<file path="src/assert_macros.svh">
// Assertion macros shared by the RTL files of this block.
// Define ASSERT_OFF to compile every assertion away.
`ifndef ASSERT_MACROS_SVH
`define ASSERT_MACROS_SVH
`ifndef ASSERT_OFF
`define ASSERT_ALWAYS(lbl, clk, rst, expr) \
  lbl: assert property (@(posedge clk) disable iff (rst) (expr)) \
    else $error("assertion failed");
`define ASSERT_IMPLIES(lbl, clk, rst, ante, cons) \
  lbl: assert property (@(posedge clk) disable iff (rst) (ante) |-> (cons)) \
    else $error("assertion failed");
`define ASSERT_NEXT(lbl, clk, rst, ante, cons) \
  lbl: assert property (@(posedge clk) disable iff (rst) (ante) |=> (cons)) \
    else $error("assertion failed");
`else
`define ASSERT_ALWAYS(lbl, clk, rst, expr)
`define ASSERT_IMPLIES(lbl, clk, rst, ante, cons)
`define ASSERT_NEXT(lbl, clk, rst, ante, cons)
`endif
`endif

</file>
<file path="src/gsfe_pkg.sv">
`default_nettype none

package gsfe_pkg;

  // Characters the parser reacts to.
  localparam logic [7:0] CH_DOLLAR = 8'h24;
  localparam logic [7:0] CH_LF     = 8'h0A;
  localparam logic [7:0] CH_CR     = 8'h0D;
  localparam logic [7:0] CH_COMMA  = 8'h2C;
  localparam logic [7:0] CH_POINT  = 8'h2E;
  localparam logic [7:0] CH_ZERO   = 8'h30;
  localparam logic [7:0] CH_NINE   = 8'h39;

  localparam int TAG_W = 40;
  localparam logic [TAG_W-1:0] TAG_RESET = 40'h474E474741;

  // Field numbers within a sentence.
  localparam logic [3:0] FIELD_TIME = 4'd1;
  localparam logic [3:0] FIELD_LAT  = 4'd2;
  localparam logic [3:0] FIELD_LON  = 4'd4;
  localparam logic [3:0] COUNT_SAT  = 4'd15;

  localparam int TIME_W  = 25;
  localparam int LAT_W   = 30;
  localparam int LON_W   = 31;
  localparam int TINT_W  = 20;
  localparam int TFRAC_W = 7;
  localparam int WHOLE_W = 10;
  localparam int MIN_W   = 7;
  localparam int N_W     = 27;
  localparam int Q_W     = 25;
  localparam int V_W     = 34;

  localparam logic [TIME_W-1:0] TIME_MAX     = 25'd23595999;
  localparam logic [TINT_W-1:0] TIME_INT_CAP = 20'd1000000;
  localparam logic [LAT_W-1:0]  LAT_MAX      = 30'd900000000;
  localparam logic [LON_W-1:0]  LON_MAX      = 31'd1800000000;
  localparam logic [MIN_W-1:0]  MINUTE_CAP   = 7'd127;

  localparam int DEFAULT_FRACTION_DIGITS = 5;
  localparam int MAX_FRACTION_DIGITS     = 6;
  localparam int FRAC_MAX_W              = 20;
  localparam int FD_MAX_W                = 3;
  localparam int DEFAULT_QUEUE_DEPTH     = 4;

  // Reciprocal of three, exact for dividends below 2^32 with a shift of 33.
  localparam logic [31:0] DIV3_MAGIC = 32'hAAAAAAAB;
  localparam int DIV3_SHIFT = 33;

  typedef enum logic [1:0] {
    FLD_NONE,
    FLD_TIME,
    FLD_LAT,
    FLD_LON
  } fld_kind_t;

  // One closed field (or the end of a sentence) as handed to the back end.
  typedef struct packed {
    fld_kind_t                 kind;
    logic                      last;
    logic                      emit;
    logic                      ok;
    logic [WHOLE_W-1:0]        whole;
    logic [MIN_W-1:0]          minute;
    logic [FRAC_MAX_W-1:0]     frac;
    logic [FD_MAX_W-1:0]       frac_digits;
    logic [TINT_W-1:0]         time_int;
    logic [TFRAC_W-1:0]        time_frac;
    logic [1:0]                time_digits;
  } rec_t;

  function automatic logic [23:0] pow10(input logic [2:0] k);
    logic [23:0] r;
    case (k)
      3'd0:    r = 24'd1;
      3'd1:    r = 24'd10;
      3'd2:    r = 24'd100;
      3'd3:    r = 24'd1000;
      3'd4:    r = 24'd10000;
      3'd5:    r = 24'd100000;
      3'd6:    r = 24'd1000000;
      default: r = 24'd10000000;
    endcase
    return r;
  endfunction

endpackage

`default_nettype wire

</file>
<file path="src/gsfe_queue.sv">
`default_nettype none

`include "assert_macros.svh"

module gsfe_queue import gsfe_pkg::*; #(
  parameter int DEPTH = DEFAULT_QUEUE_DEPTH
) (
  input  wire logic clk,
  input  wire logic rst,
  input  wire logic push,
  input  wire rec_t din,
  output logic      full,
  input  wire logic pop,
  output rec_t      dout,
  output logic      empty
);

  localparam int PTR_W = (DEPTH > 1) ? $clog2(DEPTH) : 1;
  localparam int CNT_W = $clog2(DEPTH + 1);

  rec_t             slots [DEPTH];
  logic [PTR_W-1:0] wr_ptr;
  logic [PTR_W-1:0] rd_ptr;
  logic [CNT_W-1:0] count;

  assign full  = (count == CNT_W'(DEPTH));
  assign empty = (count == '0);
  assign dout  = slots[rd_ptr];

  always_ff @(posedge clk) begin
    if (push) begin
      slots[wr_ptr] <= din;
    end
  end

  always_ff @(posedge clk) begin
    if (rst) begin
      wr_ptr <= '0;
      rd_ptr <= '0;
      count  <= '0;
    end else begin
      if (push) begin
        wr_ptr <= (wr_ptr == PTR_W'(DEPTH - 1)) ? '0 : wr_ptr + 1'b1;
      end
      if (pop) begin
        rd_ptr <= (rd_ptr == PTR_W'(DEPTH - 1)) ? '0 : rd_ptr + 1'b1;
      end
      case ({push, pop})
        2'b10:   count <= count + 1'b1;
        2'b01:   count <= count - 1'b1;
        default: count <= count;
      endcase
    end
  end

  `ASSERT_IMPLIES(a_push_has_room, clk, rst, push, !full)
  `ASSERT_IMPLIES(a_pop_has_word, clk, rst, pop, !empty)
  `ASSERT_ALWAYS(a_count_bound, clk, rst, count <= CNT_W'(DEPTH))

endmodule

`default_nettype wire

</file>
<file path="src/gsfe_front.sv">
`default_nettype none

module gsfe_front import gsfe_pkg::*; #(
  parameter int MINUTE_FRACTION_DIGITS = DEFAULT_FRACTION_DIGITS
) (
  input  wire logic             clk,
  input  wire logic             rst,
  input  wire logic             cfg_valid,
  input  wire logic [TAG_W-1:0] sentence_tag,
  input  wire logic             in_valid,
  output logic                  in_ready,
  input  wire logic [7:0]       rx_byte,
  input  wire logic             q_full,
  output logic                  q_push,
  output rec_t                  q_rec
);

  localparam int FRAC_W = $clog2(pow10(3'(MINUTE_FRACTION_DIGITS)));
  localparam int FD_W   = $clog2(MINUTE_FRACTION_DIGITS + 1);

  logic [TAG_W-1:0]   tag_reg;
  logic               in_sentence, in_sentence_next;
  logic [TAG_W-1:0]   tag_window, tag_window_next;
  logic               tag_seen, tag_seen_next;
  logic [3:0]         field_index, field_index_next;
  logic [3:0]         char_in_field, char_in_field_next;
  logic               field_ok, field_ok_next;
  logic               after_point, after_point_next;
  logic [FD_W-1:0]    frac_digits, frac_digits_next;
  logic [FRAC_W-1:0]  frac, frac_next;
  logic [WHOLE_W-1:0] whole, whole_next;
  logic [MIN_W-1:0]   minute, minute_next;
  logic [TINT_W-1:0]  time_int, time_int_next;
  logic [TFRAC_W-1:0] time_frac, time_frac_next;
  logic [1:0]         time_digits, time_digits_next;

  logic               accept;
  logic               is_digit;
  logic [3:0]         digit;
  logic [TAG_W-1:0]   window_eff;
  logic               seen_eff;
  fld_kind_t          kind;
  logic [3:0]         deg_digits;
  logic               push_req;
  logic               is_last;
  logic               clear_fld;
  logic [23:0]        time_ext;
  logic [10:0]        minute_ext;

  assign in_ready = !q_full;
  assign accept   = in_valid && in_ready;
  assign is_digit = (rx_byte >= CH_ZERO) && (rx_byte <= CH_NINE);
  assign digit    = rx_byte[3:0];

  // The window restarts at the dollar sign, which is the first byte shifted in.
  assign window_eff = in_sentence ? {tag_window[TAG_W-9:0], rx_byte}
                                  : {{(TAG_W-8){1'b0}}, rx_byte};
  assign seen_eff   = (in_sentence && tag_seen) || (window_eff == tag_reg);

  always_comb begin
    case (field_index)
      FIELD_TIME: kind = FLD_TIME;
      FIELD_LAT:  kind = FLD_LAT;
      FIELD_LON:  kind = FLD_LON;
      default:    kind = FLD_NONE;
    endcase
  end

  assign deg_digits = (kind == FLD_LAT) ? 4'd2 : 4'd3;
  assign time_ext   = 24'(time_int) * 24'd10 + 24'(digit);
  assign minute_ext = 11'(minute) * 11'd10 + 11'(digit);

  // Record for the field being closed, built from the state before this byte.
  always_comb begin
    q_rec             = '0;
    q_rec.kind        = kind;
    q_rec.last        = is_last;
    q_rec.emit        = seen_eff;
    q_rec.whole       = whole;
    q_rec.minute      = minute;
    q_rec.frac        = FRAC_MAX_W'(frac);
    q_rec.frac_digits = FD_MAX_W'(frac_digits);
    q_rec.time_int    = time_int;
    q_rec.time_frac   = time_frac;
    q_rec.time_digits = time_digits;
    if (kind == FLD_TIME) begin
      q_rec.ok = field_ok && (char_in_field != 4'(after_point));
    end else begin
      q_rec.ok = field_ok && (char_in_field >= deg_digits + 4'd1 + 4'(after_point));
    end
  end

  assign q_push = accept && push_req;

  always_comb begin
    in_sentence_next   = in_sentence;
    tag_window_next    = tag_window;
    tag_seen_next      = tag_seen;
    field_index_next   = field_index;
    char_in_field_next = char_in_field;
    field_ok_next      = field_ok;
    after_point_next   = after_point;
    frac_digits_next   = frac_digits;
    frac_next          = frac;
    whole_next         = whole;
    minute_next        = minute;
    time_int_next      = time_int;
    time_frac_next     = time_frac;
    time_digits_next   = time_digits;
    push_req           = 1'b0;
    is_last            = 1'b0;
    clear_fld          = 1'b0;

    if (in_sentence) begin
      tag_window_next = window_eff;
      tag_seen_next   = seen_eff;
      if (rx_byte == CH_LF) begin
        push_req         = 1'b1;
        is_last          = 1'b1;
        in_sentence_next = 1'b0;
      end else if (rx_byte == CH_COMMA) begin
        push_req  = (kind != FLD_NONE);
        clear_fld = 1'b1;
        if (field_index != COUNT_SAT) begin
          field_index_next = field_index + 4'd1;
        end
      end else if (rx_byte != CH_CR && kind != FLD_NONE) begin
        if (char_in_field != COUNT_SAT) begin
          char_in_field_next = char_in_field + 4'd1;
        end
        if (kind == FLD_TIME) begin
          if (is_digit && !after_point) begin
            time_int_next = (time_int >= TIME_INT_CAP || time_ext > 24'(TIME_INT_CAP))
                          ? TIME_INT_CAP : TINT_W'(time_ext);
          end else if (is_digit) begin
            if (time_digits < 2'd2) begin
              time_frac_next   = TFRAC_W'(time_frac * 7'd10 + 7'(digit));
              time_digits_next = time_digits + 2'd1;
            end
          end else if (rx_byte == CH_POINT && !after_point) begin
            after_point_next = 1'b1;
          end else begin
            field_ok_next = 1'b0;
          end
        end else begin
          if (char_in_field < deg_digits) begin
            if (is_digit) begin
              whole_next = WHOLE_W'(whole * 10'd10 + 10'(digit));
            end else begin
              field_ok_next = 1'b0;
            end
          end else if (is_digit && !after_point) begin
            minute_next = (minute_ext > 11'(MINUTE_CAP)) ? MINUTE_CAP : MIN_W'(minute_ext);
          end else if (is_digit) begin
            if (frac_digits < FD_W'(MINUTE_FRACTION_DIGITS)) begin
              frac_next        = FRAC_W'(frac * FRAC_W'(10) + FRAC_W'(digit));
              frac_digits_next = frac_digits + 1'b1;
            end
          end else if (rx_byte == CH_POINT && !after_point) begin
            after_point_next = 1'b1;
          end else begin
            field_ok_next = 1'b0;
          end
        end
      end
    end else if (rx_byte == CH_DOLLAR) begin
      in_sentence_next = 1'b1;
      tag_window_next  = window_eff;
      tag_seen_next    = seen_eff;
      field_index_next = '0;
      time_int_next    = '0;
      clear_fld        = 1'b1;
    end

    if (clear_fld) begin
      char_in_field_next = '0;
      field_ok_next      = 1'b1;
      after_point_next   = 1'b0;
      frac_digits_next   = '0;
      frac_next          = '0;
      whole_next         = '0;
      minute_next        = '0;
      time_frac_next     = '0;
      time_digits_next   = '0;
    end
  end

  always_ff @(posedge clk) begin
    if (rst) begin
      tag_reg       <= TAG_RESET;
      in_sentence   <= 1'b0;
      tag_window    <= '0;
      tag_seen      <= 1'b0;
      field_index   <= '0;
      char_in_field <= '0;
      field_ok      <= 1'b0;
      after_point   <= 1'b0;
      frac_digits   <= '0;
      frac          <= '0;
      whole         <= '0;
      minute        <= '0;
      time_int      <= '0;
      time_frac     <= '0;
      time_digits   <= '0;
    end else begin
      if (cfg_valid) begin
        tag_reg <= sentence_tag;
      end
      if (accept) begin
        in_sentence   <= in_sentence_next;
        tag_window    <= tag_window_next;
        tag_seen      <= tag_seen_next;
        field_index   <= field_index_next;
        char_in_field <= char_in_field_next;
        field_ok      <= field_ok_next;
        after_point   <= after_point_next;
        frac_digits   <= frac_digits_next;
        frac          <= frac_next;
        whole         <= whole_next;
        minute        <= minute_next;
        time_int      <= time_int_next;
        time_frac     <= time_frac_next;
        time_digits   <= time_digits_next;
      end
    end
  end

endmodule

`default_nettype wire

</file>
<file path="src/gsfe_back.sv">
`default_nettype none

`include "assert_macros.svh"

module gsfe_back import gsfe_pkg::*; (
  input  wire logic        clk,
  input  wire logic        rst,
  input  wire rec_t        q_head,
  input  wire logic        q_empty,
  output logic             q_pop,
  output logic             out_valid,
  input  wire logic        out_ready,
  output logic             fix_valid,
  output logic [TIME_W-1:0] utc_centi,
  output logic [LAT_W-1:0]  lat_e7,
  output logic [LON_W-1:0]  lon_e7
);

  localparam logic [N_W-1:0] MEG = N_W'(1000000);
  localparam logic [V_W-1:0] E7  = V_W'(10000000);
  localparam int PROD_W = (N_W - 1) + 32;

  // Stage A: minutes scaled to millionths, degrees scaled, time finished.
  logic              a_valid;
  fld_kind_t         a_kind;
  logic              a_last, a_emit, a_ok;
  logic [N_W-1:0]    a_n;
  logic [V_W-1:0]    a_whole_e7;
  logic [TIME_W-1:0] a_time;
  // Stage B: minutes divided by sixty (in units of 1e-7 degree).
  logic              b_valid;
  fld_kind_t         b_kind;
  logic              b_last, b_emit, b_ok;
  logic [Q_W-1:0]    b_q;
  logic [V_W-1:0]    b_whole_e7;
  logic [TIME_W-1:0] b_time;
  // Running sentence results.
  logic [TIME_W-1:0] time_val, time_nx;
  logic [LAT_W-1:0]  lat_val, lat_nx;
  logic [LON_W-1:0]  lon_val, lon_nx;

  logic              adv;
  logic              commit;
  logic [43:0]       frac_scaled;
  logic [N_W-1:0]    n_calc;
  logic [9:0]        tfrac_calc;
  logic [N_W-1:0]    t100;
  logic [TIME_W-1:0] time_calc;
  logic [PROD_W-1:0] prod;
  logic [V_W-1:0]    v_sum;
  logic [LAT_W-1:0]  lat_sat;
  logic [LON_W-1:0]  lon_sat;
  logic              out_in_range;

  // The whole pipe holds only while a finished sentence waits on a full output.
  assign adv    = !(b_valid && b_last && b_emit && out_valid && !out_ready);
  assign q_pop  = adv && !q_empty;
  assign commit = adv && b_valid;

  // minutes * 1e6 = minute * 1e6 + frac * 10^(6 - digits)
  assign frac_scaled = 44'(q_head.frac)
                     * 44'(pow10(3'(MAX_FRACTION_DIGITS) - q_head.frac_digits));
  assign n_calc      = N_W'(q_head.minute) * MEG + N_W'(frac_scaled);

  assign tfrac_calc = (q_head.time_digits == 2'd1) ? 10'(q_head.time_frac) * 10'd10
                                                   : 10'(q_head.time_frac);
  assign t100       = N_W'(q_head.time_int) * N_W'(100) + N_W'(tfrac_calc);

  always_comb begin
    if (!q_head.ok) begin
      time_calc = '0;
    end else if (q_head.time_int >= TIME_INT_CAP || t100 > N_W'(TIME_MAX)) begin
      time_calc = TIME_MAX;
    end else begin
      time_calc = TIME_W'(t100);
    end
  end

  // floor(n / 6) = floor(floor(n / 2) / 3)
  assign prod = PROD_W'(a_n[N_W-1:1]) * PROD_W'(DIV3_MAGIC);

  assign v_sum   = b_whole_e7 + V_W'(b_q);
  assign lat_sat = (v_sum > V_W'(LAT_MAX)) ? LAT_MAX : LAT_W'(v_sum);
  assign lon_sat = (v_sum > V_W'(LON_MAX)) ? LON_MAX : LON_W'(v_sum);

  always_comb begin
    time_nx = time_val;
    lat_nx  = lat_val;
    lon_nx  = lon_val;
    case (b_kind)
      FLD_TIME: time_nx = b_time;
      FLD_LAT:  lat_nx  = b_ok ? lat_sat : '0;
      FLD_LON:  lon_nx  = b_ok ? lon_sat : '0;
      default:  ;
    endcase
  end

  always_ff @(posedge clk) begin
    if (adv) begin
      a_kind     <= q_head.kind;
      a_last     <= q_head.last;
      a_emit     <= q_head.emit;
      a_ok       <= q_head.ok;
      a_n        <= n_calc;
      a_whole_e7 <= V_W'(q_head.whole) * E7;
      a_time     <= time_calc;
      b_kind     <= a_kind;
      b_last     <= a_last;
      b_emit     <= a_emit;
      b_ok       <= a_ok;
      b_q        <= prod[DIV3_SHIFT +: Q_W];
      b_whole_e7 <= a_whole_e7;
      b_time     <= a_time;
    end
    if (commit && b_last && b_emit) begin
      fix_valid <= (lat_nx != '0) && (lon_nx != '0);
      utc_centi <= time_nx;
      lat_e7    <= lat_nx;
      lon_e7    <= lon_nx;
    end
  end

  always_ff @(posedge clk) begin
    if (rst) begin
      a_valid   <= 1'b0;
      b_valid   <= 1'b0;
      out_valid <= 1'b0;
      time_val  <= '0;
      lat_val   <= '0;
      lon_val   <= '0;
    end else begin
      if (adv) begin
        a_valid <= !q_empty;
        b_valid <= a_valid;
      end
      if (commit) begin
        if (b_last) begin
          time_val <= '0;
          lat_val  <= '0;
          lon_val  <= '0;
        end else begin
          time_val <= time_nx;
          lat_val  <= lat_nx;
          lon_val  <= lon_nx;
        end
      end
      if (commit && b_last && b_emit) begin
        out_valid <= 1'b1;
      end else if (out_ready) begin
        out_valid <= 1'b0;
      end
    end
  end

  assign out_in_range = (utc_centi <= TIME_MAX) && (lat_e7 <= LAT_MAX) && (lon_e7 <= LON_MAX);

  `ASSERT_IMPLIES(a_fix_flag, clk, rst, out_valid, fix_valid == ((lat_e7 != '0) && (lon_e7 != '0)))
  `ASSERT_IMPLIES(a_out_range, clk, rst, out_valid, out_in_range)
  `ASSERT_IMPLIES(a_hold_stage, clk, rst, !adv, b_valid && b_last && b_emit)

endmodule

`default_nettype wire

</file>
<file path="src/gga_sentence_field_extractor.sv">
// Channel   Dir  Handshake             Payload
// config    in   cfg_valid/cfg_ready   sentence_tag[39:0]
// input     in   in_valid/in_ready     rx_byte[7:0]
// result    out  out_valid/out_ready   fix_valid, utc_centi, lat_e7, lon_e7
//
// One byte is taken per cycle for as long as the result side keeps up.
// A result reaches the output register after its line feed is taken by way
// of the field queue, then the scaling stage and the divide-by-sixty
// multiplier stage, before the commit into the output.
// Reset is synchronous; there is no clearing pass.
// in_ready falls only when the field queue fills, which, with a QUEUE_DEPTH
// above one, can happen only while a finished result waits on a low out_ready.
`default_nettype none

module gga_sentence_field_extractor import gsfe_pkg::*; #(
  parameter int MINUTE_FRACTION_DIGITS = DEFAULT_FRACTION_DIGITS,
  parameter int QUEUE_DEPTH            = DEFAULT_QUEUE_DEPTH
) (
  input  wire logic              clk,
  input  wire logic              rst,
  input  wire logic              cfg_valid,
  output logic                   cfg_ready,
  input  wire logic [TAG_W-1:0]  sentence_tag,
  input  wire logic              in_valid,
  output logic                   in_ready,
  input  wire logic [7:0]        rx_byte,
  output logic                   out_valid,
  input  wire logic              out_ready,
  output logic                   fix_valid,
  output logic [TIME_W-1:0]      utc_centi,
  output logic [LAT_W-1:0]       lat_e7,
  output logic [LON_W-1:0]       lon_e7
);

  // The tag register is written whenever cfg_valid is high, so the config port never
  // pushes back.
  assign cfg_ready = 1'b1;

  // Words crossing from the byte parser to the arithmetic side: one per
  // closed time, latitude or longitude field, plus one per line feed that ends a sentence.
  rec_t push_rec;
  rec_t head_rec;
  logic q_push;
  logic q_full;
  logic q_pop;
  logic q_empty;

  // Front end: sentence framing, tag match and digit accumulation.
  gsfe_front #(
    .MINUTE_FRACTION_DIGITS(MINUTE_FRACTION_DIGITS)
  ) u_front (
    .clk         (clk),
    .rst         (rst),
    .cfg_valid   (cfg_valid),
    .sentence_tag(sentence_tag),
    .in_valid    (in_valid),
    .in_ready    (in_ready),
    .rx_byte     (rx_byte),
    .q_full      (q_full),
    .q_push      (q_push),
    .q_rec       (push_rec)
  );

  // Short queue so the parser keeps taking bytes while the result waits.
  gsfe_queue #(
    .DEPTH(QUEUE_DEPTH)
  ) u_queue (
    .clk  (clk),
    .rst  (rst),
    .push (q_push),
    .din  (push_rec),
    .full (q_full),
    .pop  (q_pop),
    .dout (head_rec),
    .empty(q_empty)
  );

  // Back end: degree conversion, saturation and the output register.
  gsfe_back u_back (
    .clk      (clk),
    .rst      (rst),
    .q_head   (head_rec),
    .q_empty  (q_empty),
    .q_pop    (q_pop),
    .out_valid(out_valid),
    .out_ready(out_ready),
    .fix_valid(fix_valid),
    .utc_centi(utc_centi),
    .lat_e7   (lat_e7),
    .lon_e7   (lon_e7)
  );

endmodule

`default_nettype wire
</file>
<file path="config.mk">
export PLATFORM = sky130hd
export DESIGN_NAME = gga_sentence_field_extractor
export DESIGN_NICKNAME = d
export VERILOG_FILES = /design/src/gsfe_pkg.sv /design/src/gsfe_queue.sv /design/src/gsfe_front.sv /design/src/gsfe_back.sv /design/src/gga_sentence_field_extractor.sv
export VERILOG_INCLUDE_DIRS = /design/src /design/src/src
export SDC_FILE = /design/constraint.sdc
export NUM_CORES = 2
export LEC_CHECK = 0
export ABC_AREA = 1
export BUFFER_PORTS_ARGS = -buffer_cell sky130_fd_sc_hd__buf_2
export CAP_MARGIN = 0
export CORE_ASPECT_RATIO = 0.75
export CORE_MARGIN = 1
export CORE_UTILIZATION = 55
export DETAILED_ROUTE_END_ITERATION = 8
export PLACE_DENSITY = 0.8
export SYNTH_ARGS = -nofsm -noshare
export SYNTH_HDL_FRONTEND = slang
export SYNTH_HIERARCHICAL = 1
export SYNTH_SLANG_ARGS = --single-unit
</file>
<file path="constraint.sdc">
create_clock -name clk -period 9.3 [get_ports clk]
set_input_delay 2.325 -clock clk [delete_from_list [all_inputs] [get_ports clk]]
set_output_delay 2.325 -clock clk [all_outputs]
set_load 0.005 [all_outputs]
</file>
==> impl_results.md <==
- Max_cap viols: 0
- DR pass1 iterations: 8
- Die area: 119000 um^2
- Critical path type: register to register
- Worst hold slack: 412 ps
- Final number of hold-violating endpoints: 0
- Layout fillers: 9728
- Register clock-pin slew on the reported worst setup and hold paths: roughly 60 ps
- Core Region: 116000 um^2
- Status: finished clean
- Req. time, crit path: 9690 ps
- Buf+Inv Stages, Crit Path: 9
- Clock latency on the worst-skew pair: 690 ps
- Gate Count Post-Synth: 7287
- Delay-heaviest family, CP: adder cells
- FMAX: 0.114 GHz
- Largest net degree at the start of global routing: 129
- Seq/Total Area, Yosys: 33.2%
- Post-Layout Inst Area: 69600 um^2
- WL final: 163000 um
- DPL Wire Length: 127000 um
- Worst Clk Skew: 32.1 ps
- Crit-path max cell delay: 590 ps
- Vias: 49.5k
- Average via count per standard cell: 5.48
- TritonCTS Buffers: 79
- Clock root cell: clkbuf_16
- GPL Wtd Cong: 0.991
- Critical Path End Type: register
- Worst rel slew slack: 24.4%
- Hold_buf cts: 0
- Fin crit share: 94.6%
- Most frequent cells in the layout: nand2_1, inv_1, nor2_1
- Layout cells sized above 1: under 10%
- Area grow syn2layout: 8.06%
- Synth top area share: 25.5%
- Die height: 298 um
- Crit path time final: approximately 8800 ps
- Global-route wire length before repair: 260000 um
- FP Rows: 108
- Clk buf depth: 3
- Commonest non-fill, non-tap cell in the layout: nand2_1
- Critical Path Slowest Stage Cell: buf_4
- Reg area: 21400 um^2
- Remaining DRCs: 0
- CTS H-Tree Depth: 3
- Iter 0 DRT Violations: 4543
- Least-Margin Pin Slew: 1130 ps
- Mapped Area: 64400 um^2
- Post-synth cell types: 72
- Yosys reg bits: 796
- Dominant cells by area after synthesis: edfxtp_1, fa_1, ha_1
- Worst-path fanout max: 65
- Port Buf Inserts: 141
- Hold WC Path Type: register to register
- Most used DFF post-synth: edfxtp_1
- Startpoint Class: register
- Die Width: 397 um
- Vias in the first global route: 49.1k
- Slew Limit Fails: 0
- Area leader, netlist: edfxtp_1
- Area of the multi-input gates: 37000 um^2
- Final setup violation count: 0
- Num Clock Sinks: 796
- Placement Cell Area: 66900 um^2
- Ys async rst share: 0%
- Final ANT Viol Nets: 0
- Most used cell, CP: inv_1
- Wire per inst: approximately 18 um
- Global route overflow: 0
- Max reg flops: between 200 and 300
- TritonCTS clock tree: done
- Layout net count: 8675
- Synth warnings: 6
- Initial core utilization: a little under three fifths
- Total Routing Usage GR: 27.5%
- I/O Pins: around 140
- Worst EP arrival: 9190 ps
- Initial antenna violation count: 3
- Avg Cell Area, Syn: about 8.8 um^2
- Number of synthesized flops with an enable pin: 548
## per-layer routing
metal	vias to the layer above	GRT usage (%)	share of wire, %
met5	-	0	0.0098
met1	23678	39.8	45
li1	23636	-	-
met4	4	6.77	2.3
met2	1943	42.6	44
met3	255	5.43	8.5
## Yosys cell counts, types with 6 or more instances
master       n
or2_2       16
ha_1       669
o221ai_1     6
o22ai_1     75
inv_2       20
xnor2_1     69
nand2_1   1386
a21boi_0     8
o21a_1      10
nor2_4      13
o21ai_1     67
a211oi_1    12
o211ai_1    13
nor3_1      36
edfxtp_1   548
fa_1       529
nor4_1       6
nand3_2      7
inv_1     1351
dfxtp_1    248
a31oi_1     20
buf_4       13
o21ai_0    214
o21bai_1    13
clkbuf_1   118
buf_2       15
buf_1        9
nand4_1     83
a22oi_1      8
buf_6       20
clkinv_1    11
nand3_1    277
mux2_2      25
nor2_2      33
nand3b_1    16
xor2_1     147
a21oi_1    384
nor2_1     696
nand2_2     28
a21o_1       9
## stage by stage
step / instances / utilization [%] / setup TNS (ps) / worst slack [ps]
after floorplan: 7289 / - / 0 / 1080
after global placement: 8883 / 57.7 / 0 / 624
after detailed placement: 8883 / 57.7 / 0 / 396
after CTS: 9030 / 60.0 / 0 / 361
after global routing: 9031 / 60.1 / -1.98 / -1.98
final: 9031 / 60.1 / 0 / 504
## cells by family after synthesis
kind of cell / after synthesis / share of synthesized area, %
multiplexers: 25 / 0.437
adder cells (fa/ha/maj): 1198 / 29.4
flip-flops: 796 / 33.2
AO/OA/AOI/OAI: 870 / 7.44
other: 2 / 0.0117
AND/OR/NAND/NOR: 2618 / 17.0
XOR/XNOR: 217 / 2.96
buffers and inverters: 1561 / 9.46
## final timing paths
kind / from / endpoint / slack [ps] / depth (start not counted)
setup / recovery: register / u_back/a_n[26] / 500 / 35
hold / removal: u_back/a_whole_e7[14] / u_back/b_whole_e7[14] / 410 / 0
setup reg to reg: register / u_back/a_n[26] / 500 / 35
hold reg to reg: u_back/a_whole_e7[14] / u_back/b_whole_e7[14] / 410 / 0
## timing repair
action,4_1_cts,5_1_grt
endpoints found under the setup margin,0,5
endpoints found under the hold margin,0,0
setup buffers,0,0
gates resized for setup,0,6
## final cells by class
type	instances	share of cell area, %
clock buffer	106	3.22
inverter	1383	7.47
multi-input combinational	4932	53.1
clock inverter	41	0.622
tap	1540	2.77
antenna	1	0.00359
timing repair buffer	232	2.04
sequential	796	30.8
Power is not shown: default switching activity piles up to over one toggle a cycle in this logic, so the estimate is an artifact.
